===== src/design/rgbc_pkg.sv =====
package rgbc_pkg;

    localparam int MAX_WIDTH_DEFAULT = 2048;
    localparam int COEF_BITS_DEFAULT = 8;

    localparam int CH_BITS      = 8;
    localparam int PIX_BITS     = 3 * CH_BITS;
    localparam int FRAME_W_BITS = 12;
    localparam int FRAME_H_BITS = 16;
    localparam int CFG_INDEX_W  = 3;

    localparam logic [CFG_INDEX_W-1:0] REG_KERNEL_LEFT  = 3'd0;
    localparam logic [CFG_INDEX_W-1:0] REG_KERNEL_MID   = 3'd1;
    localparam logic [CFG_INDEX_W-1:0] REG_KERNEL_RIGHT = 3'd2;
    localparam logic [CFG_INDEX_W-1:0] REG_FRAME_WIDTH  = 3'd3;
    localparam logic [CFG_INDEX_W-1:0] REG_FRAME_HEIGHT = 3'd4;

    localparam logic [FRAME_W_BITS-1:0] FRAME_WIDTH_RESET  = 12'd640;
    localparam logic [FRAME_H_BITS-1:0] FRAME_HEIGHT_RESET = 16'd480;

    typedef logic [PIX_BITS-1:0] pixel_t;
    typedef logic [CH_BITS-1:0]  chan_t;
    typedef logic [1:0]          col_sel_t;

    // Window columns, oldest first.
    localparam col_sel_t COL_OLD = 2'd0;
    localparam col_sel_t COL_MID = 2'd1;
    localparam col_sel_t COL_NEW = 2'd2;

    typedef struct packed {
        logic     do_shift;
        logic     from_mem;
        logic     do_emit;
        logic     use_post;
        logic     top_rep;
        logic     last;
        col_sel_t lc;
        col_sel_t cc;
    } step_ctl_t;

endpackage


===== src/design/rgbc_sum.sv =====
module rgbc_sum #(
    parameter int COEF_BITS = rgbc_pkg::COEF_BITS_DEFAULT,
    localparam int PW = COEF_BITS + rgbc_pkg::CH_BITS + 1
) (
    input  logic                 aclk,
    input  logic                 aresetn,
    input  logic                 move_c,
    input  logic signed [PW-1:0] prod [3][9],
    input  logic                 last_c,
    input  logic                 m_tready,
    output logic                 m_tvalid,
    output rgbc_pkg::pixel_t     m_tdata,
    output logic                 m_tlast
);
    import rgbc_pkg::*;

    localparam int SW = PW + 4;

    pixel_t tdata_next;
    pixel_t tdata_reg;
    logic   tlast_reg;
    logic   valid_o_reg, valid_o_next;

    // Each channel sum is clipped to the 8-bit pixel range.
    always_comb begin
        logic signed [SW-1:0] acc;
        for (int ch = 0; ch < 3; ch++) begin
            acc = '0;
            for (int k = 0; k < 9; k++) begin
                acc = acc + SW'(prod[ch][k]);
            end
            if (acc[SW-1]) begin
                tdata_next[ch*CH_BITS +: CH_BITS] = '0;
            end else if (acc > SW'(255)) begin
                tdata_next[ch*CH_BITS +: CH_BITS] = '1;
            end else begin
                tdata_next[ch*CH_BITS +: CH_BITS] = acc[CH_BITS-1:0];
            end
        end
    end

    always_comb begin
        valid_o_next = valid_o_reg;
        if (move_c) begin
            valid_o_next = 1'b1;
        end else if (m_tready) begin
            valid_o_next = 1'b0;
        end
    end

    always_ff @(posedge aclk) begin
        if (!aresetn) begin
            valid_o_reg <= 1'b0;
        end else begin
            valid_o_reg <= valid_o_next;
        end
    end

    always_ff @(posedge aclk) begin
        if (move_c) begin
            tdata_reg <= tdata_next;
            tlast_reg <= last_c;
        end
    end

    assign m_tvalid = valid_o_reg;
    assign m_tdata  = tdata_reg;
    assign m_tlast  = tlast_reg;

endmodule


===== config.mk =====
export PLATFORM = sky130hd
export DESIGN_NAME = rgbc_sum
export DESIGN_NICKNAME = d
export VERILOG_FILES = /design/src/design/rgbc_pkg.sv /design/src/design/rgbc_sum.sv
export SDC_FILE = /design/constraint.sdc
export NUM_CORES = 1
export LEC_CHECK = 0
export BUFFER_PORTS_ARGS = -buffer_cell sky130_fd_sc_hd__buf_2
export CORE_AREA = 2 2 192 194
export DETAILED_ROUTE_END_ITERATION = 10
export DIE_AREA = 0 0 194 196
export GPL_TIMING_DRIVEN = 1
export PLACE_DENSITY_LB_ADDON = 0.05
export SLEW_MARGIN = 30
export SYNTH_ARGS = -nofsm -noshare
export SYNTH_HDL_FRONTEND = slang
export SYNTH_SLANG_ARGS = --single-unit
export TNS_END_PERCENT = 1

===== constraint.sdc =====
create_clock -name aclk -period 5.75 [get_ports aclk]
set_clock_uncertainty 0.2 [all_clocks]
set_input_delay 0.8625 -clock aclk [delete_from_list [all_inputs] [get_ports aclk]]
set_output_delay 0.8625 -clock aclk [all_outputs]
set_load 0.005 [all_outputs]

[Yosys cells after proc, flatten, opt, wreduce, memory -nomap -nowiden]
Cells that the tools add are included.
Word-level totals
  memories: 0
  latch bits: 0
  input port bits: 464
  logic and storage cells: 38
  register bits after elaboration: 26
  memory bits (writable): 0
  output and inout bits: 26
  memory bits (read-only): 0
Cells by class
  bitwise operators: 0
  reductions and logical operators: 1
  mux-type cells: 5
  divide/modulo/power cells: 0
  $add $sub $neg: 24
  eq/ne operators: 0
  $lt $le $gt $ge: 3
  shift operators: 0
  multiply operators: 0
Operators with widths (count)
  adder 21 x 17 -> 21 bit: 12
  adder 20 x 17 -> 21 bit: 3
  > comparator 21 x 9 -> 1 bit (second input constant): 3
  adder 19 x 17 -> 20 bit: 3
  adder 18 x 17 -> 19 bit: 3
  adder 17 x 17 -> 18 bit: 3
  2-to-1 mux 8 bit: 3
  2-to-1 mux 1 bit: 2
  nonzero test 2 bit: 1

[Longest topological paths before layout]
Gate-level depths: netlist of run 1.
  word-level depth: 10
  depth in mapped cells: 18
  mapped depth without buffers: 18

[Worst setup path after synthesis of run 1]
Ideal clock, no wire load.
  path kind: in2reg
  from: input port prod[410] in the netlist's numbering
  to: register tdata_reg[0] (netlist: m_tdata[0]), data pin
  data required time: 5.271 ns
  arrival: 5.603 ns
  stages: 16
  buffers on the path: 0
  setup slack: -0.332 ns
  library setup time: 0.279 ns
  path through: fa_1 fa_1 fa_1 inv_1 fa_1 inv_1 ha_1 fa_1 a211o_1 a2111o_1 nand4bb_1 a31oi_1 o32a_1 o311a_1 nor4_4 a21oi_1
Between the ends
  word-level cells in the longest chain between the ends: 9
RTL lines
  start, declared: line rgbc_sum.sv:8  | input logic signed [PW-1:0] prod [3][9],
  adder 18 x 17 -> 19 bit (*): line rgbc_sum.sv:30  | acc = acc + SW'(prod[ch][k]);
  adder 19 x 17 -> 20 bit (*): line rgbc_sum.sv:30
  adder 20 x 17 -> 21 bit (*): line rgbc_sum.sv:30
  adder 21 x 17 -> 21 bit (*) (4 in series): line rgbc_sum.sv:30
  > comparator 21 x 9 -> 1 bit: line rgbc_sum.sv:34  | end else if (acc > SW'(255)) begin
  2-to-1 mux 8 bit: line rgbc_sum.sv:34
  end signal, assigned: line rgbc_sum.sv:61  | tdata_reg <= tdata_next;
  end, declared: line rgbc_sum.sv:20  | pixel_t tdata_reg;
Mark *: on every way between the ends. The rest lies on a longest branch, timed or not.
A chain may end at the register's enable or synchronous reset.

[Final worst setup path of run 1]
  from: input port prod[444] in the netlist's numbering
  to: register tdata_reg[1] (netlist: m_tdata[1]), data pin
Between the ends
  word-level cells in the longest chain between the ends: 10
RTL lines (line)
  adder 17 x 17 -> 18 bit (*): rgbc_sum.sv:30
  adder 18 x 17 -> 19 bit (*): rgbc_sum.sv:30
  adder 19 x 17 -> 20 bit (*): rgbc_sum.sv:30
  adder 20 x 17 -> 21 bit (*): rgbc_sum.sv:30
  adder 21 x 17 -> 21 bit (*) (4 in series): rgbc_sum.sv:30
  > comparator 21 x 9 -> 1 bit: rgbc_sum.sv:34
  2-to-1 mux 8 bit: rgbc_sum.sv:34
Marks and branches as above.

==> results.toml, run 1 <==
[min_path]
worstHoldStart = "m_tvalid"
hp-class = "reg2reg"
holdPathEnd = "m_tvalid"
hold-path-cell-count = 2

[detailed_routing]
vias = 10400
drt_iter0_markers = 287
viasPerCell = 4.42
firstDrtPassIters = 7
drtAntennaViolNets = 0
wirelength_mm = 32.3
wire_per_inst_um = 13.7
drc = 0

[timing]
relSlewSlack = 0.541
finalSetupViolations = 8
setup_slack_ns = -0.100
fmax_mhz = 171
maxSlewViolCount = 0
min_period_ns = 5.85
period_share = 1.02
tns_ns = -0.756
rsz0062_at_grt = "yes"
worst_pin_slew_ns = 0.689
hold_violations = 0

[synthesis]
syn_nets = 2250
syn-cell-area_um2 = 13200
yosysWarningCount = 0
netlist.area_leader.share = 0.556
ys.flop_type = "edfxtp_1"
synth.most_common_cell = "inv_1"
syn_inst = 1357
ys_seq_area_frac = 0.0584
yosysTopAreaCell = "fa_1"
synth_top_cells_by_count = "528 x inv_1, 366 x fa_1, 63 x a21oi_1, 63 x ha_1, 40 x nand2_1"
synth_cell_types = 65
ys_ff_latch = 26
async_reset_ff_frac = 0
synth_edf_count = 25
syn_area_per_cell_um2 = 9.72
synth_area_leaders = "fa_1 56%, inv_1 15%, ha_1 6.0%"

[grt]
grt_start_max_net_pins = 27
track_usage = 0.175
grt_pass1_vias = 11500
overflow = 0
antenna_found_initial = 2
grt_pass1_wl_mm = 54.3

[setup_path]
worstSetupStartpointType = "primary input"
r2r-end = "m_tvalid"
crit_path_end_kind = "flip-flop"
cp_max_fo = 8
crit_arrival_ns = 5.64
path_class = "in2reg"
ff2ff_path_depth = 2
cp.required_ns = 5.54
r2r-start = "m_tvalid"
r2r_slack_ns = 4.87

[run_status]
violations = "setup timing"
outcome = "complete, but fails checks"

[die]
io-pin-count = 490
die_area_um2 = 38000
initial_core_util = 0.365
die_width_um = 194
die_y_um = 196
coreArea_um2 = 36100
num_rows = 70

[place]
place.detailed.instances = 2355
detailedPlace.worstSlack_ns = -0.471
portBuffers = 489
hpwl_mm = 31.3
place.gp.congestion = 0.847
dpl_cell_area_um2 = 16600

[cells_and_area]
postLayoutCellArea_um2 = 16700
fin_nets = 2785
drive_gt1_frac = 0.302
area_delta_synth_final_pct = 26.9
final_cells = 2361

[clock_tree]
post-cts-setup-buffer-count = 0
cts_made_buffers = 3
clkSinkCount = 26
cts.htree.levels = 1
path_clk_slew_ns = 0.08
clockBufferDepth = 2
clkLatencyLatePin_ns = 0.27
root_buffer = "clkbuf_16"
cts_tree = "built"

[job]
cap_violations = 0
-- metal layers --
metal	wire, um	track usage	vias to the layer above	share of wire
met5	0	0	-	0
met4	326	0.0224	0	0.010
met3	1410	0.0139	19	0.043
met2	17400	0.338	287	0.54
met1	13200	0.219	5075	0.41
li1	-	-	5065	-
-- layout by cell type (no fill, tap or decap), drive strengths merged, types with 3 or more instances in the layout --
cell type,Yosys,routed
a211o,5,5
a211oi,7,7
a21o,18,18
a21oi,63,63
a31o,4,4
a31oi,9,9
and2,3,3
and3,4,4
buf,2,537
clkbuf,5,3
edfxtp,25,25
fa,366,366
ha,63,63
inv,528,528
mux2,3,3
mux2i,5,5
nand2,41,41
nand2b,5,5
nand3,5,5
nand4,10,10
nor2,30,30
nor2b,4,4
nor3,12,12
nor3b,4,4
nor4,3,3
o211ai,7,7
o21a,16,16
o21ai,39,39
o21bai,5,5
o311ai,3,3
or2,4,4
or3,3,3
xnor2,14,14
xor2,9,9
-- cell families after synthesis --
| logic type | synth area share |
|---|---|
| buffers and inverters | 0.153 |
| adder cells (fa/ha/maj) | 0.615 |
| AO/OA/AOI/OAI | 0.0975 |
| AND/OR/NAND/NOR | 0.0541 |
| flip-flops | 0.0584 |
| XOR/XNOR | 0.0153 |
| multiplexers | 0.00636 |
-- flip-flops by register name, summed over array words and instances (netlist names) --
name,cells
m_tlast,1
m_tdata,24
m_tvalid,1
-- worst max path at each step --
stage / endpoint / cells after the start / from
final: m_tdata[1] / 18 / prod[444]
after detailed placement: m_tdata[3] / 18 / prod[410]
after CTS: m_tdata[1] / 18 / prod[410]
after global routing: m_tdata[1] / 18 / prod[444]
after global placement: m_tdata[2] / 18 / prod[410]
after floorplan: m_tdata[0] / 18 / prod[308]
-- final cells by class --
class | count | area [um2]
fill | 3666 | 19300
multi-input combinational | 796 | 10500
timing repair buffer | 537 | 2810
inverter | 528 | 1980
sequential | 26 | 771
tap | 468 | 586
clock buffer | 3 | 75.1
clock inverter | 1 | 30.0
antenna | 2 | 5.00
-- critical path: stages --
cell      delay [ns]
buf_2           0.11
fa_1            0.54
fa_1            0.45
fa_1            0.61
inv_1           0.06
fa_1            0.50
inv_2           0.05
ha_4            0.15
fa_2            0.33
a211o_1         0.32
a2111o_1        0.43
a31o_1          0.26
a211o_1         0.23
o21ai_1         0.07
nand2_1         0.10
nor4_4          0.28
buf_4           0.20
a21oi_1         0.07
-- timing repair --
| action | in CTS | in global routing |
|---|---|---|
| hold buffers | 0 | 0 |
| gates resized for setup | 6 | 14 |
| pin swaps | 1 | 6 |
| setup endpoints to repair | 16 | 24 |
-- stage by stage --
| stage | util | hold WS (ns) |
|---|---|---|
| floorplan | - | 0.368 |
| global placement | 0.459 | 0.358 |
| detailed placement | 0.459 | 0.358 |
| CTS | 0.462 | 0.383 |
| global route | 0.464 | 0.438 |
| finish | 0.464 | 0.389 |
Power of run 1 is left out: the tool's default activity adds up to more than one toggle a clock period on the data nets, which glitch-free logic cannot reach.
==> inputs of run 2 (changes only) <==
RECOVER_POWER = 50   (was not set)
==> run 2 against run 1 <==
The run ends with capacitance limit, slew limit, setup timing left. Sequential cell count stayed put. Critical endpoint unchanged. Register-to-register slack hardly changed. Die area is the same. Sequential share of layout area about the same.
==> results.toml, run 2 (same netlist as run 1, synthesis figures left out) <==
[setup_path]
cp.required_ns = 5.54
cp_slowest_cell = "fa_1"
cp_max_fo = 8
crit_top_cell = "fa_1"
crit_chain = "buf_2 -> fa_1 -> fa_1 -> fa_1 -> inv_1 -> fa_1 -> inv_2 -> ha_4 -> fa_2 -> a211o_1 -> a2111o_1 -> a31o_1 -> a211o_1 -> o21ai_1 -> nand2_1 -> nor4_4 -> buf_4 -> a21oi_1"
crit_path_end_kind = "flip-flop"
path_class = "in2reg"
crit_arrival_ns = 5.64
cpPeakStageDelay_ns = 0.61
worstSetupStartpointType = "primary input"

[die]
die_y_um = 196
initial_core_util = 0.365
coreArea_um2 = 36100
num_rows = 70
die_area_um2 = 38000
io-pin-count = 490
die_width_um = 194

[clock_tree]
clockBufferDepth = 2
path_clk_slew_ns = 0.08
clkLatencyLatePin_ns = 0.27
cts_tree = "built"
cts_made_buffers = 3
clkSinkCount = 26
root_buffer = "clkbuf_16"
cts.htree.levels = 1
cts_hold_buf = 0

[timing]
relSlewSlack = -0.0951
rsz0062_at_grt = "yes"
fmax_mhz = 171
period_share = 1.02
worst_pin_slew_ns = 1.64
hold_violations = 0
finalSetupViolations = 8
hold_slack_ns = 0.389
setup_slack_ns = -0.100
maxSlewViolCount = 27
min_period_ns = 5.85

[run_status]
outcome = "complete, but fails checks"
violations = "capacitance limit, slew limit, setup timing"

[cells_and_area]
postLayoutCellArea_um2 = 16700
drive_gt1_frac = 0.301
final_common_cell = "inv_1"
final_cell_mix = "527 x inv_1, 487 x buf_2, 363 x fa_1, 62 x ha_1, 60 x a21oi_1"
area_delta_synth_final_pct = 26.9
multiInputGateArea_um2 = 10500
final.fill_count = 3665
ff_latch_area_um2 = 771
largest_reg_flops = 24
fin_nets = 2785

[grt]
grt_start_max_net_pins = 27
antenna_found_initial = 2
track_usage = 0.175
overflow = 0
grt_pass1_wl_mm = 54.3
grt_pass1_vias = 11500

[place]
place.gp.congestion = 0.847
portBuffers = 489
hpwl_mm = 31.3
dpl_cell_area_um2 = 16600

[min_path]
hp-class = "reg2reg"

[detailed_routing]
viasPerCell = 4.42
drtAntennaViolNets = 0
drc = 0
drt_iter0_markers = 287
firstDrtPassIters = 7
vias = 10400
wire_per_inst_um = 13.7
wirelength_mm = 32.3

[job]
cap_violations = 1
## run 2: cell types whose count changed in the layout (fill, tap and decap cells not counted)
cell / before / now
buf_2: 489 / 487
clkbuf_1: 0 / 2
## run 2: repair_timing
action | CTS | global route
endpoints found under the setup margin | 16 | 24
pin swaps | 1 | 6
gates cloned | 0 | 0
buffers inserted | 0 | 0
gates resized for setup | 6 | 14
## run 2: worst max-delay path, delay by kind of cell
family                   cells  cell delay (ns)
AND/OR/NAND/NOR              2             0.38
adder cells (fa/ha/maj)      6             2.58
buffers and inverters        4             0.42
AO/OA/AOI/OAI                6             1.38
## run 2: area by class of cell
| cell class | instances | share of cell area |
|---|---|---|
| timing repair buffer | 537 | 0.168 |
| tap | 468 | 0.0350 |
| inverter | 528 | 0.118 |
| antenna | 2 | 0.000299 |
| multi-input combinational | 796 | 0.626 |
| clock inverter | 1 | 0.00179 |
| clock buffer | 3 | 0.00449 |
| sequential | 26 | 0.0461 |
## run 2: worst paths after layout
check,startpoint,endpoint,slack [ns],cells past startpoint
max reg2reg,m_tvalid,m_tvalid,4.87,2
max,prod[444],m_tdata[1],-0.10,18
min,m_tvalid,m_tvalid,0.39,2
min reg2reg,m_tvalid,m_tvalid,0.39,2
## run 2: layer usage
layer / up-vias / global-route usage / wire length, um
met5: - / 0 / 0
met4: 0 / 0.0224 / 326
met3: 19 / 0.0139 / 1410
met2: 287 / 0.338 / 17400
met1: 5075 / 0.219 / 13200
li1: 5065 / - / -
## run 2: metrics by stage
stage,TNS (ns),setup WS [ns],instances,util
after floorplan,-0.408,-0.0510,1357,-
after global placement,-7.04,-0.398,2355,0.459
after detailed placement,-7.54,-0.471,2355,0.459
after CTS,-1.00,-0.131,2359,0.462
after global routing,-3.31,-0.297,2361,0.464
final,-0.756,-0.100,2361,0.464
Power of run 2 is left out for the same reason.
