==> config.mk <==
export PLATFORM = sky130hd
export DESIGN_NAME = rgbc_ctrl
export DESIGN_NICKNAME = d
export VERILOG_FILES = /design/src/design/rgbc_pkg.sv /design/src/design/rgbc_ctrl.sv
export SDC_FILE = /design/constraint.sdc
export NUM_CORES = 1
export LEC_CHECK = 0
export ABC_CLOCK_PERIOD_IN_PS = 7200
export BUFFER_PORTS_ARGS = -buffer_cell sky130_fd_sc_hd__buf_2
export CORE_ASPECT_RATIO = 0.9
export CORE_UTILIZATION = 50
export CTS_CLUSTER_SIZE = 20
export DETAILED_ROUTE_END_ITERATION = 7
export HOLD_SLACK_MARGIN = 0.02
export PLACE_DENSITY = 0.85
export SLEW_MARGIN = 0
export SYNTH_ARGS = -nofsm -noshare
export SYNTH_HDL_FRONTEND = slang
export SYNTH_SLANG_ARGS = --single-unit
==> constraint.sdc <==
create_clock -name aclk -period 7.2 [get_ports aclk]
set_clock_uncertainty 0.05 [all_clocks]
set_input_delay 0.72 -clock aclk [delete_from_list [all_inputs] [get_ports aclk]]
set_output_delay 0.72 -clock aclk [all_outputs]
set_load 0.02 [all_outputs]
==> src/design/rgbc_pkg.sv <==
package rgbc_pkg;

    localparam int MAX_WIDTH_DEFAULT = 2048;
    localparam int COEF_BITS_DEFAULT = 8;

    localparam int CH_BITS      = 8;
    localparam int PIX_BITS     = 3 * CH_BITS;
    localparam int FRAME_W_BITS = 12;
    localparam int FRAME_H_BITS = 16;
    localparam int CFG_INDEX_W  = 3;

    localparam logic [CFG_INDEX_W-1:0] REG_KERNEL_LEFT  = 3'd0;
    localparam logic [CFG_INDEX_W-1:0] REG_KERNEL_MID   = 3'd1;
    localparam logic [CFG_INDEX_W-1:0] REG_KERNEL_RIGHT = 3'd2;
    localparam logic [CFG_INDEX_W-1:0] REG_FRAME_WIDTH  = 3'd3;
    localparam logic [CFG_INDEX_W-1:0] REG_FRAME_HEIGHT = 3'd4;

    localparam logic [FRAME_W_BITS-1:0] FRAME_WIDTH_RESET  = 12'd640;
    localparam logic [FRAME_H_BITS-1:0] FRAME_HEIGHT_RESET = 16'd480;

    typedef logic [PIX_BITS-1:0] pixel_t;
    typedef logic [CH_BITS-1:0]  chan_t;
    typedef logic [1:0]          col_sel_t;

    // Window columns, oldest first.
    localparam col_sel_t COL_OLD = 2'd0;
    localparam col_sel_t COL_MID = 2'd1;
    localparam col_sel_t COL_NEW = 2'd2;

    typedef struct packed {
        logic     do_shift;
        logic     from_mem;
        logic     do_emit;
        logic     use_post;
        logic     top_rep;
        logic     last;
        col_sel_t lc;
        col_sel_t cc;
    } step_ctl_t;

endpackage

==> src/design/rgbc_ctrl.sv <==
module rgbc_ctrl #(
    parameter int MAX_WIDTH = rgbc_pkg::MAX_WIDTH_DEFAULT,
    parameter int COEF_BITS = rgbc_pkg::COEF_BITS_DEFAULT,
    localparam int AW = $clog2(MAX_WIDTH),
    localparam int KW = 3 * COEF_BITS,
    localparam int CW = (KW > rgbc_pkg::FRAME_H_BITS) ? KW : rgbc_pkg::FRAME_H_BITS
) (
    input  logic                                aclk,
    input  logic                                aresetn,
    input  logic                                cfg_we,
    input  logic [rgbc_pkg::CFG_INDEX_W-1:0]    cfg_index,
    input  logic [CW-1:0]                       cfg_wdata,
    input  logic                                accept,
    input  logic                                mode,
    input  rgbc_pkg::pixel_t                    pixel,
    input  logic                                move_b,
    output logic [KW-1:0]                       kernel_left,
    output logic [KW-1:0]                       kernel_mid,
    output logic [KW-1:0]                       kernel_right,
    output logic [AW-1:0]                       rd_addr,
    output logic                                valid_b,
    output rgbc_pkg::step_ctl_t                 ctl_b,
    output rgbc_pkg::pixel_t                    pix_b,
    output logic [AW-1:0]                       addr_b
);
    import rgbc_pkg::*;

    localparam int EW   = AW + 1;
    localparam int CMPW = (EW > FRAME_W_BITS) ? EW : FRAME_W_BITS;
    localparam logic [KW-1:0] KERNEL_MID_RESET = KW'(1) << COEF_BITS;

    logic [KW-1:0]           kl_reg, km_reg, kr_reg;
    logic [FRAME_W_BITS-1:0] fw_reg;
    logic [FRAME_H_BITS-1:0] fh_reg;

    logic [FRAME_H_BITS-1:0] r_reg, r_next;
    logic [AW-1:0]           c_reg, c_next;
    logic [FRAME_H_BITS-1:0] orow_reg, orow_next;
    logic [AW-1:0]           ocol_reg, ocol_next;

    logic      valid_b_reg, valid_b_next;
    step_ctl_t ctl_b_reg;
    pixel_t    pix_b_reg;
    logic [AW-1:0] addr_b_reg;

    logic [CMPW-1:0]         w_wide;
    logic [EW-1:0]           eff_w;
    logic [FRAME_H_BITS-1:0] eff_h;
    logic [AW-1:0]           c_eff;
    logic [EW-1:0]           c_inc, ocol_inc;
    logic                    in_frame, last_pos, geom_write;
    col_sel_t                left_pre;

    step_ctl_t               step_ctl;
    logic                    step_ignore, step_clear;
    logic [FRAME_H_BITS-1:0] step_r, step_orow;
    logic [AW-1:0]           step_c, step_ocol;

    always_ff @(posedge aclk) begin
        if (!aresetn) begin
            kl_reg <= '0;
            km_reg <= KERNEL_MID_RESET;
            kr_reg <= '0;
            fw_reg <= FRAME_WIDTH_RESET;
            fh_reg <= FRAME_HEIGHT_RESET;
        end else if (cfg_we) begin
            unique case (cfg_index)
                REG_KERNEL_LEFT:  kl_reg <= cfg_wdata[KW-1:0];
                REG_KERNEL_MID:   km_reg <= cfg_wdata[KW-1:0];
                REG_KERNEL_RIGHT: kr_reg <= cfg_wdata[KW-1:0];
                REG_FRAME_WIDTH:  fw_reg <= cfg_wdata[FRAME_W_BITS-1:0];
                REG_FRAME_HEIGHT: fh_reg <= cfg_wdata[FRAME_H_BITS-1:0];
                default: begin
                end
            endcase
        end
    end

    always_comb begin
        if (fw_reg == '0) begin
            w_wide = CMPW'(1);
        end else if (CMPW'(fw_reg) > CMPW'(MAX_WIDTH)) begin
            w_wide = CMPW'(MAX_WIDTH);
        end else begin
            w_wide = CMPW'(fw_reg);
        end
    end

    assign eff_w      = EW'(w_wide);
    assign eff_h      = (fh_reg == '0) ? FRAME_H_BITS'(1) : fh_reg;
    assign c_eff      = ({1'b0, c_reg} >= eff_w) ? '0 : c_reg;
    assign c_inc      = {1'b0, c_eff} + EW'(1);
    assign ocol_inc   = {1'b0, ocol_reg} + EW'(1);
    assign in_frame   = r_reg < eff_h;
    assign last_pos   = (orow_reg == eff_h - FRAME_H_BITS'(1)) &&
                        ({1'b0, ocol_reg} == eff_w - EW'(1));
    assign left_pre   = (eff_w == EW'(1)) ? COL_NEW : COL_MID;
    assign geom_write = cfg_we &&
                        (cfg_index == REG_FRAME_WIDTH || cfg_index == REG_FRAME_HEIGHT);

    // Decide what the beat does from the counters and the mode flag alone; pixel data follows later.
    always_comb begin
        step_ctl    = '0;
        step_ignore = 1'b0;
        step_clear  = 1'b0;
        if (in_frame && mode) begin
            step_ignore = 1'b1;
        end else if (!in_frame && last_pos) begin
            step_ctl.do_emit = 1'b1;
            step_ctl.last    = 1'b1;
            step_ctl.lc      = left_pre;
            step_ctl.cc      = COL_NEW;
            step_ctl.top_rep = (eff_h == FRAME_H_BITS'(1));
            step_clear       = 1'b1;
        end else begin
            step_ctl.do_shift = 1'b1;
            step_ctl.from_mem = !in_frame;
            if (c_eff == '0 && r_reg >= FRAME_H_BITS'(2)) begin
                step_ctl.do_emit = 1'b1;
                step_ctl.lc      = left_pre;
                step_ctl.cc      = COL_NEW;
                step_ctl.top_rep = (r_reg == FRAME_H_BITS'(2));
            end else if (c_eff != '0 && r_reg != '0) begin
                step_ctl.do_emit  = 1'b1;
                step_ctl.use_post = 1'b1;
                step_ctl.lc       = (c_eff == AW'(1)) ? COL_MID : COL_OLD;
                step_ctl.cc       = COL_MID;
                step_ctl.top_rep  = (r_reg == FRAME_H_BITS'(1));
            end
        end
    end

    always_comb begin
        step_r    = r_reg;
        step_c    = c_reg;
        step_orow = orow_reg;
        step_ocol = ocol_reg;
        if (step_clear) begin
            step_r    = '0;
            step_c    = '0;
            step_orow = '0;
            step_ocol = '0;
        end else if (!step_ignore) begin
            if (c_inc >= eff_w) begin
                step_c = '0;
                if (in_frame) begin
                    step_r = r_reg + FRAME_H_BITS'(1);
                end
            end else begin
                step_c = AW'(c_inc);
            end
            if (step_ctl.do_emit) begin
                if (ocol_inc >= eff_w) begin
                    step_ocol = '0;
                    step_orow = orow_reg + FRAME_H_BITS'(1);
                end else begin
                    step_ocol = AW'(ocol_inc);
                end
            end
        end
    end

    always_comb begin
        r_next       = r_reg;
        c_next       = c_reg;
        orow_next    = orow_reg;
        ocol_next    = ocol_reg;
        valid_b_next = valid_b_reg;
        if (geom_write) begin
            r_next    = '0;
            c_next    = '0;
            orow_next = '0;
            ocol_next = '0;
        end else if (accept) begin
            r_next    = step_r;
            c_next    = step_c;
            orow_next = step_orow;
            ocol_next = step_ocol;
        end
        if (accept) begin
            valid_b_next = !step_ignore;
        end else if (move_b) begin
            valid_b_next = 1'b0;
        end
    end

    always_ff @(posedge aclk) begin
        if (!aresetn) begin
            r_reg       <= '0;
            c_reg       <= '0;
            orow_reg    <= '0;
            ocol_reg    <= '0;
            valid_b_reg <= 1'b0;
        end else begin
            r_reg       <= r_next;
            c_reg       <= c_next;
            orow_reg    <= orow_next;
            ocol_reg    <= ocol_next;
            valid_b_reg <= valid_b_next;
        end
    end

    always_ff @(posedge aclk) begin
        if (accept) begin
            ctl_b_reg  <= step_ctl;
            pix_b_reg  <= pixel;
            addr_b_reg <= c_eff;
        end
    end

    assign kernel_left  = kl_reg;
    assign kernel_mid   = km_reg;
    assign kernel_right = kr_reg;
    assign rd_addr      = c_eff;
    assign valid_b      = valid_b_reg;
    assign ctl_b        = ctl_b_reg;
    assign pix_b        = pix_b_reg;
    assign addr_b       = addr_b_reg;

endmodule

---- Word level (Yosys, flattened, before mapping) ----
Cells that the tools add are included.
word-level totals
  flip-flop bits (word level) ............. 200
  bits of input ports ..................... 57
  output and inout bits ................... 129
cells by class
  reduce and logical (&&, ||, !) cells .... 32
  $lt $le $gt $ge ......................... 6
  add/subtract/negate cells ............... 6
  muxes and demuxes ....................... 38
  bitwise operators ....................... 1
  equality and inequality tests ........... 12
operators by type and width
  operator               count
  $mux 16                9
  $mux 11                8
  $add 16x1->16 const B  2
  $eq 16x1->1 const B    2
  $add 11x1->12 const B  2
  $ge 12x12->1           2
  $mux 12                2
  $eq 16x16->1           1
  $eq 16x2->1 const B    1
  $ge 16x2->1 const B    1
  $logic_not 16->1       1
  $lt 16x16->1           1
  $reduce_bool 16->1     1
  $sub 16x1->16 const B  1
  $eq 11x12->1           1
  $eq 12x1->1 const B    1
  $ge 11x12->1           1
  $gt 12x12->1 const B   1
  $logic_not 12->1       1
  $mux 1                 12
  $reduce_and 2->1       6
  $sub 12x1->12 const B  1
  $eq 11x1->1 const B    1
  $logic_not 11->1       1
  other kinds (19)       35

---- Depth between registers and ports, before layout ----
Gate-level depths: netlist of the first run.
  depth in word-level cells ............... 14
  mapped depth ............................ 27

---- Worst setup path before layout of the first run ----
OpenSTA, ideal clock, no wires.
  kind .................................... register to register
  from .................................... reg fw_reg[3]
  to ...................................... reg r_reg[9]
  setup slack ............................. 1463 ps
  cell stages (with the launch flop) ...... 28
  library setup time ...................... 128 ps
  buffers on the path ..................... 3
  clock period less this slack ............ 5737 ps
  arrival ................................. 5559 ps
  required time ........................... 7022 ps
  path through ............................ dfxtp_1 buf_2 nor4_4 nand3_1 a21oi_1 ha_1 nor2b_1 o21ai_0 a21oi_1 a211oi_1 clkbuf_1 nand2b_1 inv_1 ha_1 nand2_1 nor4b_1 xor2_1 ha_1 a2111o_1 a31oi_1 o21ai_0 a221oi_1 o21ai_0 and3_1 clkbuf_1 o2111ai_1 xor2_1 nor2_1
on the way
  elaborated cells on any way between the ends .. 19
RTL lines
  element                        RTL line          RTL
  start: declaration             rgbc_ctrl.sv:33   logic [FRAME_W_BITS-1:0] fw_reg;
  start signal: assignment       rgbc_ctrl.sv:71   REG_FRAME_WIDTH: fw_reg <= cfg_wdata[FRAME_W_BITS-1:0];
  $gt 12x12->1                   rgbc_ctrl.sv:82   end else if (CMPW'(fw_reg) > CMPW'(MAX_WIDTH)) begin
  $mux 12                        rgbc_ctrl.sv:82
  $mux 12 *                      rgbc_ctrl.sv:80   if (fw_reg == '0) begin
  $ge 11x12->1 *                 rgbc_ctrl.sv:91   assign c_eff = ({1'b0, c_reg} >= eff_w) ? '0 : c_reg;
  $mux 11 *                      rgbc_ctrl.sv:91
  named net rd_addr[0]           rgbc_ctrl.sv:20   output logic [AW-1:0] rd_addr,
  $add 11x1->12 *                rgbc_ctrl.sv:92   assign c_inc = {1'b0, c_eff} + EW'(1);
  $ge 12x12->1 *                 rgbc_ctrl.sv:144  if (c_inc >= eff_w) begin
  $reduce_bool 2->1 (no line) *  n/a
  $reduce_and 4->1 (no line) *   n/a
  end signal: assignment         rgbc_ctrl.sv:195  r_reg <= r_next;
  end: declaration               rgbc_ctrl.sv:36   logic [FRAME_H_BITS-1:0] r_reg, r_next;
Mark *: on every way through the listed nets, which the timed path passes. The rest lies on a longest branch.
A chain may end at the register's enable or synchronous reset.

---- Final worst setup path of the first run ----
  from .................................... reg fw_reg[3]
  to ...................................... reg r_reg[15]
on the way
  cells in the longest elaborated chain, start to end .. 11
  elaborated cells on any way between the ends .. 19
ends and longest elaborated chain
  element                                               RTL line
  $gt 12x12->1                                          rgbc_ctrl.sv:82
  $mux 12                                               rgbc_ctrl.sv:82
  $mux 12 *                                             rgbc_ctrl.sv:80
  branches (longest 8 deep; another with $ge 11x12->1)  n/a
Mark *: on every way between the ends.

==> impl_metrics.ini, run 1 <==
[critical_path]
path_max_fanout = 13
start_kind = flip-flop
worstRegToRegCells = 24
arrival_ns = 6.63
crit_type = reg2reg
cp-end-kind = flip-flop
required_ns = 7.54

[worst_hold_path]
hold_depth = 1
hp-class = in2reg

[power_and_ir_drop]
p_clk_frac = 0.411
leakagePower_uw = 0.00500
p_seq_frac = 0.503
power_frac_comb = 0.086
switching_share = 0.274
powerDensity_nw_per_um2 = 193
p_int_uw = 1710
p_sw_uw = 644
irDropWorstVdd_mv = 0.165

[synthesis]
synth.avg_cell_area_um2 = 8.77
yosysTopAreaCell = dfxtp_1
synth_edf_count = 44
synth-seq-cells = 199
synth_top_area_frac = 0.296
yosysMostFrequentCell = nand2_1
netlist_area_um2 = 10500
synthFlopType = dfxtp_1
yosysSeqAreaShare = 0.422
synth_cell_types = 75
netlist_instances = 1196
syn_nets = 1316
synthTopCellsByArea = dfxtp_1, edfxtp_1, nand2_1, ha_1, a21boi_0
synth.top_cells.by_count = nand2_1, dfxtp_1, a21boi_0
synthArstFlopShare = 0
ys_warn_count = 0

[floorplanning]
row_count = 49
die_w_um = 155
io_pins = 186
die_area_um2 = 21600
initial_core_util = 0.517
die_height_um = 139
core_um2 = 20300

[place]
dpl.hpwl_um = 20000
placed_cell_area_um2 = 11600
port-buffer-count = 185
globalplace.congestion = 0.904

[layout]
multiInputGateArea_um2 = 5700
stdcell_area_um2 = 12200
final_nets = 1470
num_antenna_cells = 0
syn_to_final_growth_pct = 16.4
drive_above_1_share = 0.186
seqCellArea_um2 = 4420
nFillCells = 1700

[detailed_routing]
drc = 0
viasPerCell = 5.69
wl_per_cell_um = 16.8
vias = 9354
ant_nets = 0
wl_um = 27600
first_iter_violations = 629
firstDrtPassIters = 7

[timing]
fmax_ghz = 0.159
whs_ns = 0.401
hold_viol_final = 0
setup_violations = 0
fin_crit_ns = 6.29
finalMaxSlewViolations = 0
rsz0062_at_grt = false
worst_pin_slew_ns = 1.03
fin_crit_sh = 0.873
finalSetupTns_ns = 0
maxSlewHeadroom = 0.310

[clock_tree]
cts_hold_buf = 0
cts_buffers = 17
clock_sinks = 199
root_buffer = clkbuf_16
cts_resized = 0
cts_tree = done
cts_max_level = 4
cts.clk_slew.worst_paths_ns = 0.08
clock_path_buffers = 2
postCtsSetupBuffers = 0
insertion_delay_ns = 0.45

[global_routing]
grt_pass1_wl_um = 44600
overflow = 0
grt_max_degree = 103
antenna_found_initial = 0
grt_pass1_vias = 8905
grt_usage = 0.258

[run]
maxCapViolCount = 0

[outcome]
outcome = completed
[final timing paths]
kind / startpoint / end / slack (ns)
worst max-delay path: fw_reg[3] / r_reg[15] / 0.91
worst min-delay path: pixel[20] / pix_b[20] / 0.40
worst max register to register: fw_reg[3] / r_reg[15] / 0.91
worst min register to register: kernel_left[9] / kernel_left[9] / 0.41
[power by group through the flow]
stage | logic, uW | clock network [uW] | registers (uW)
after floorplan | 89.7 | 0 | 1240
after global placement | 195 | 0 | 1210
after detailed placement | 199 | 0 | 1210
after CTS | 200 | 981 | 1180
after global routing | 217 | 1020 | 1190
final | 202 | 967 | 1180
[area by class of cell]
cell class                 count  share of cell area
multi-input combinational    902               0.467
tap                          280              0.0287
clock buffer                  17              0.0348
clock inverter                15              0.0148
sequential                   199               0.362
inverter                      36              0.0111
timing repair buffer         194              0.0814
[cell families (layout without fill, tap and decap cells)]
family                   after synthesis  in the layout  synth area share
flip-flops                           199            199             0.422
AND/OR/NAND/NOR                      520            520             0.239
multiplexers                           5              5           0.00620
XOR/XNOR                              62             62            0.0517
adder cells (fa/ha/maj)               63             63            0.0751
AO/OA/AOI/OAI                        252            252             0.170
buffers and inverters                 95            262            0.0360
[stage by stage]
step                instances  utilization  worst slack, ns  total power (uW)
global route             1643        0.602            0.373              2430
CTS                      1643        0.602            0.968              2360
detailed placement       1611        0.572             1.05              1410
finish                   1643        0.602            0.912              2350
global placement         1611        0.572             1.36              1400
floorplan                1196            -             1.46              1330
[metal layers]
layer,wire length [um],vias to the layer above,track usage
li1,-,4532,-
met1,12000,4287,0.345
met2,12100,486,0.406
met3,3000,49,0.0701
met4,463,0,0.0792
met5,0,-,0
[worst max-delay path, cell delays in order, from the launching register on]
cell and delay, ns:
dfxtp_1 0.41, nor4_4 0.45, nand3_1 0.26, a21oi_1 0.23
buf_4 0.16, ha_1 0.23, nor2b_1 0.12, o21ai_0 0.09
a21oi_1 0.17, a211oi_2 0.18, nand2b_1 0.23, inv_1 0.18
ha_1 0.33, nand2_1 0.10, nor4b_1 0.40, and3_1 0.25
xor2_1 0.09, ha_1 0.29, o211a_1 0.13, a221oi_1 0.07
o21ai_0 0.46, and3_1 0.52, o2111ai_2 0.23, or4_1 0.52
nand2_1 0.08
[layout by cell type (no fill, tap or decap), types with 17 or more instances in the layout]
cell type / n
buf_2: 185
nand3_1: 40
and3_1: 21
a21oi_1: 32
xor2_1: 31
a21boi_0: 94
nor3_1: 22
nand2_1: 262
inv_1: 33
clkbuf_16: 17
o21ai_0: 32
ha_1: 63
edfxtp_1: 44
xnor2_1: 31
nor2_1: 67
dfxtp_1: 155
No activity file was read; power rests on OpenSTA's default activity.
==> run 2: changes to the inputs <==
--- a/config.mk
+++ b/config.mk
@@ -5,6 +5,7 @@
 export SDC_FILE = /design/constraint.sdc
 export NUM_CORES = 1
 export LEC_CHECK = 0
+export ABC_AREA = 1
 export ABC_CLOCK_PERIOD_IN_PS = 7200
 export BUFFER_PORTS_ARGS = -buffer_cell sky130_fd_sc_hd__buf_2
 export CORE_ASPECT_RATIO = 0.9
@@ -12,7 +13,7 @@
 export CTS_CLUSTER_SIZE = 20
 export DETAILED_ROUTE_END_ITERATION = 7
 export HOLD_SLACK_MARGIN = 0.02
-export PLACE_DENSITY = 0.85
+export PLACE_DENSITY = 0.84
 export SLEW_MARGIN = 0
 export SYNTH_ARGS = -nofsm -noshare
 export SYNTH_HDL_FRONTEND = slang
==> impl_metrics.ini, run 2 <==
[synthesis]
synthTopCellsByArea = dfxtp_1, edfxtp_1, nand2_1, nor2_1, ha_1
ys_warn_count = 0
synth.top_cells.by_count = nand2_1, nor2_1, inv_1
yosysMostFrequentCell = nand2_1
netlist_instances = 1550
yosysSeqAreaShare = 0.397
synth_top_area_frac = 0.278
synth_cell_types = 46
netlist_area_um2 = 11100
synthArstFlopShare = 0
yosysTopAreaCell = dfxtp_1
synth-seq-cells = 199
synth.avg_cell_area_um2 = 7.19
syn_nets = 1670
synthFlopType = dfxtp_1
synth_edf_count = 44

[timing]
fin_crit_ns = 6.08
setup_violations = 0
finalSetupTns_ns = 0
fmax_ghz = 0.164
worst_pin_slew_ns = 0.994
finalMaxSlewViolations = 0
fin_crit_sh = 0.845
maxSlewHeadroom = 0.337
rsz0062_at_grt = false
hold_viol_final = 0

[global_routing]
grtUsageMet2 = 0.416
grt_pass1_vias = 9834
grt_max_degree = 102
grt_pass1_wl_um = 49800
grt_usage = 0.272
antenna_found_initial = 0
overflow = 0
use_met1 = 0.382
grt_busiest_layer = met2
grt_use_met3 = 0.0586

[detailed_routing]
firstDrtPassIters = 6
viasPerCell = 5.45
vias = 11000
first_iter_violations = 953
drc = 0
wl_per_cell_um = 15.3
wl_um = 30700
ant_nets = 0

[clock_tree]
cts.clk_slew.worst_paths_ns = 0.07
root_buffer = clkbuf_16
insertion_delay_ns = 0.45
clock_sinks = 199
cts_buffers = 17
postCtsSetupBuffers = 0
cts_max_level = 4
cts_hold_buf = 0
cts_tree = done
cts_resized = 0
clock_path_buffers = 2

[power_and_ir_drop]
leakagePower_uw = 0.00619
powerDensity_nw_per_um2 = 190
irDropWorstVdd_mv = 0.146

[layout]
multiInputGateArea_um2 = 5860
num_antenna_cells = 0
syn_to_final_growth_pct = 15.1
nFillCells = 1970
layout_commonest_cell = nand2_1
final_cell_mix = nand2_1, nor2_1, buf_2
final_cells = 2009
seqCellArea_um2 = 4420
drive_above_1_share = 0.146
final_nets = 1825

[floorplanning]
initial_core_util = 0.512
io_pins = 186
die_w_um = 159
core_um2 = 21800
die_area_um2 = 22900
row_count = 51
die_height_um = 144

[critical_path]
required_ns = 7.50
start_kind = flip-flop
slowest_stage = nor2_1
max_stage_delay_ns = 0.55
crit_type = reg2reg
cp-end-kind = flip-flop
arrival_ns = 6.38
cpMostUsedCell = nand2_1
path_max_fanout = 20

[place]
dp_cells = 1977
globalplace.congestion = 0.948
port-buffer-count = 185
dpl.hpwl_um = 22800

[outcome]
outcome = completed

[worst_hold_path]
hp-class = in2reg

[run]
maxCapViolCount = 0
-- run 2: cell count changes in the layout (fill, tap and decap cells not counted), sizes merged, moves of 16 or more --
cell	previous run	this run
a21boi	94	1
a21oi	32	72
and3	21	1
inv	41	167
nand2	262	304
nand3	41	97
nand4	15	42
nor2	67	298
nor2b	16	0
o21ai	37	131
xnor2	31	4
-- run 2: path summary, 6_finish.rpt --
kind	start	endpoint	slack, ns	depth (start not counted)
hold / removal	pixel[1]	pix_b[1]	0.40	1
hold reg to reg	fw_reg[0]	fw_reg[0]	0.43	2
setup / recovery	fw_reg[2]	c_reg[0]	1.12	30
setup reg to reg	fw_reg[2]	c_reg[0]	1.12	30
-- run 2: area by class of cell --
cell class | instances | share of cell area
well taps | 291 | 0.0284
repair buffers | 193 | 0.0769
flip-flops and latches | 199 | 0.345
clock inverters | 14 | 0.0106
inverters | 162 | 0.0474
clock buffers | 18 | 0.0343
multi-input cells | 1132 | 0.457
-- run 2: power breakdown --
group | switching [uW] | internal [uW]
registers | 19.9 | 1180
clock network | 469 | 469
logic | 204 | 92.5
total | 693 | 1740
-- run 2: metrics by stage --
| stage | util | hold slack, ns | setup slack (ns) | power (uW) | cell area (um2) |
|---|---|---|---|---|---|
| 6_report | 0.589 | 0.399 | 1.12 | 2430 | 12800 |
| 5_1_grt | 0.589 | 0.382 | 0.465 | 2520 | 12800 |
| 4_1_cts | 0.589 | 0.388 | 1.23 | 2440 | 12800 |
| 3_5_place_dp | 0.563 | 0.409 | 1.43 | 1510 | 12200 |
| 3_3_place_gp | 0.563 | 0.392 | 1.69 | 1510 | 12200 |
| 2_1_floorplan | - | 0.394 | 2.39 | 1410 | 11100 |
-- run 2: worst max-delay path, delay by kind of cell (launching register included) --
kind                       cells  cell delay (ns)
and+or+nand+nor               20             3.43
adders and majority gates      3             0.96
AOI/OAI and AO/OA              4             0.59
DFF                            1             0.39
buffers and inverters          2             0.28
xor gates and xnor gates       1             0.28
-- run 2: cell families after synthesis --
| logic type | Yosys count | share of synthesized area |
|---|---|---|
| AO/OA/AOI/OAI | 221 | 0.105 |
| adder cells (fa/ha/maj) | 63 | 0.0707 |
| AND/OR/NAND/NOR | 797 | 0.308 |
| buffers and inverters | 219 | 0.0771 |
| flip-flops | 199 | 0.397 |
| XOR/XNOR | 51 | 0.0420 |
-- run 2: routing by layer --
metal | up-vias | share of wire
met5 | - | 0
met4 | 0 | 0.017
met3 | 46 | 0.098
met2 | 521 | 0.42
met1 | 4991 | 0.46
li1 | 5392 | -
==> run 3: changes to the inputs <==
--- a/config.mk
+++ b/config.mk
@@ -6,14 +6,14 @@
 export NUM_CORES = 1
 export LEC_CHECK = 0
 export ABC_AREA = 1
-export ABC_CLOCK_PERIOD_IN_PS = 7200
+export ABC_CLOCK_PERIOD_IN_PS = 5400
 export BUFFER_PORTS_ARGS = -buffer_cell sky130_fd_sc_hd__buf_2
 export CORE_ASPECT_RATIO = 0.9
 export CORE_UTILIZATION = 50
 export CTS_CLUSTER_SIZE = 20
 export DETAILED_ROUTE_END_ITERATION = 7
 export HOLD_SLACK_MARGIN = 0.02
-export PLACE_DENSITY = 0.84
+export PLACE_DENSITY = 0.87
 export SLEW_MARGIN = 0
 export SYNTH_ARGS = -nofsm -noshare
 export SYNTH_HDL_FRONTEND = slang
==> constraint.sdc (replaced) <==
create_clock -name aclk -period 5.4 [get_ports aclk]
set_clock_uncertainty 0.05 [all_clocks]
set_input_delay 0.54 -clock aclk [delete_from_list [all_inputs] [get_ports aclk]]
set_output_delay 0.54 -clock aclk [all_outputs]
set_load 0.02 [all_outputs]
==> impl_metrics.ini, run 3 (synthesized netlist as in run 2, its figures left out) <==
[global_routing]
grt_pass1_wl_um = 50100
grt_usage = 0.273
overflow = 0
grt_pass1_vias = 9998
antenna_found_initial = 0
grt_max_degree = 102

[floorplanning]
core_um2 = 21800
die_w_um = 159
initial_core_util = 0.512
io_pins = 186
die_area_um2 = 22900
row_count = 51
die_height_um = 144

[layout]
final_nets = 1833
final_cell_mix = nand2_1, nor2_1, buf_2
drive_above_1_share = 0.152
stdcell_area_um2 = 12900
num_antenna_cells = 0
layout_commonest_cell = nand2_1
syn_to_final_growth_pct = 15.7
utilization = 0.592

[power_and_ir_drop]
powerDensity_nw_per_um2 = 250
irDropWorstVdd_mv = 0.216
leakagePower_uw = 0.00623

[critical_path]
path_max_fanout = 20
arrival_ns = 5.23
cp-end-kind = flip-flop
crit_type = reg2reg
slowest_stage = dfxtp_1
ff2ff_setup_slack_ns = 0.48
worstRegToRegCells = 33
required_ns = 5.70
cpMostUsedCell = nand2_1
max_stage_delay_ns = 0.38
start_kind = flip-flop
r2r-end = c_reg[4]
r2r_start = fw_reg[2]

[place]
globalplace.congestion = 0.964
port-buffer-count = 185
placed_cell_area_um2 = 12300
dpl.hpwl_um = 23300

[detailed_routing]
vias = 11000
wl_um = 31400
firstDrtPassIters = 7
first_iter_violations = 957
ant_nets = 0
viasPerCell = 5.47
drc = 0
wl_per_cell_um = 15.6

[timing]
hold_viol_final = 0
fin_crit_ns = 4.92
worst_pin_slew_ns = 0.971
fin_crit_sh = 0.912
finalMaxSlewViolations = 0
whs_ns = 0.220
setup_violations = 0
finalSetupTns_ns = 0
maxSlewHeadroom = 0.352
fmax_ghz = 0.203

[clock_tree]
cts.clk_slew.worst_paths_ns = 0.07
clock_path_buffers = 2
cts_max_level = 4
cts_tree = done
cts_buffers = 17
root_buffer = clkbuf_16
insertion_delay_ns = 0.45
clock_sinks = 199

[worst_hold_path]
hold_depth = 1
hp-class = in2reg
hp-start = pixel[9]
whs_endpoint = pix_b[9]

[run]
maxCapViolCount = 0

[outcome]
outcome = completed
==> run 3: changes by cell type in the layout (fill, tap and decap cells not counted), moves of 2 or more <==
| cell | previous run | this run |
|---|---|---|
| nand2_4 | 1 | 3 |
| buf_4 | 8 | 16 |
| nor3_1 | 21 | 19 |
| nor3_2 | 1 | 3 |
| clkinv_4 | 1 | 4 |
| clkinv_8 | 2 | 0 |
| nor2_1 | 293 | 291 |
==> run 3: how the worst max path moves through the flow <==
stage               startpoint  endpoint  slack (ns)  depth (start not counted)
finish               fw_reg[2]  c_reg[4]        0.48                         33
detailed placement   fw_reg[2]  r_reg[1]        0.21                         30
floorplan            fw_reg[2]  c_reg[1]        0.59                         34
global route         fw_reg[9]  c_reg[7]       -0.01                         31
CTS                  fw_reg[2]  r_reg[1]        0.20                         30
global placement     fw_reg[2]  r_reg[1]        0.49                         30
==> run 3: layer usage <==
metal  vias to the layer above  global-route usage  wire [um]
li1                       5386                   -          -
met4                         0              0.0906        641
met3                        59              0.0765       3490
met2                       581               0.421      13200
met1                      5011               0.369      14000
met5                         -                   0          0
==> run 3: what timing repair did <==
item / CTS / global route
gates resized for setup: 0 / 8
hold buffers: 0 / 0
buffers inserted: 0 / 1
setup endpoints to repair: 0 / 27
==> run 3: layout make-up <==
class	instances	area [um2]
Timing Repair Buffer	201	1050
Inverter	162	608
Fill cell	1943	8870
Clock inverter	13	113
Clock buffer	18	439
Tap cell	291	364
Multi-Input combinational cell	1132	5900
Sequential cell	199	4420
==> run 3: power by group <==
group	total (uW)	internal, uW	switching, uW	leakage [uW]
combinational	401	127	274	0.00426
sequential	1600	1570	26.4	0.00170
clock	1220	614	606	0.000273
==> run 3: through the flow <==
step           total power [uW]  instances  setup slack [ns]
6_report                   3220       2016             0.476
5_1_grt                    3330       2016           -0.0110
4_1_cts                    3220       2015             0.197
3_5_place_dp               2020       1984             0.205
3_3_place_gp               2010       1984             0.486
2_1_floorplan              1880       1550             0.588
==> run 3: critical path, delay by kind of cell (launching register included) <==
family,cells,cell delay [ns]
AO/OA/AOI/OAI,4,0.44
AND/OR/NAND/NOR,21,2.41
adder cells (fa/ha/maj),2,0.60
XOR/XNOR,1,0.22
flip-flops,1,0.38
buffers and inverters,5,0.75
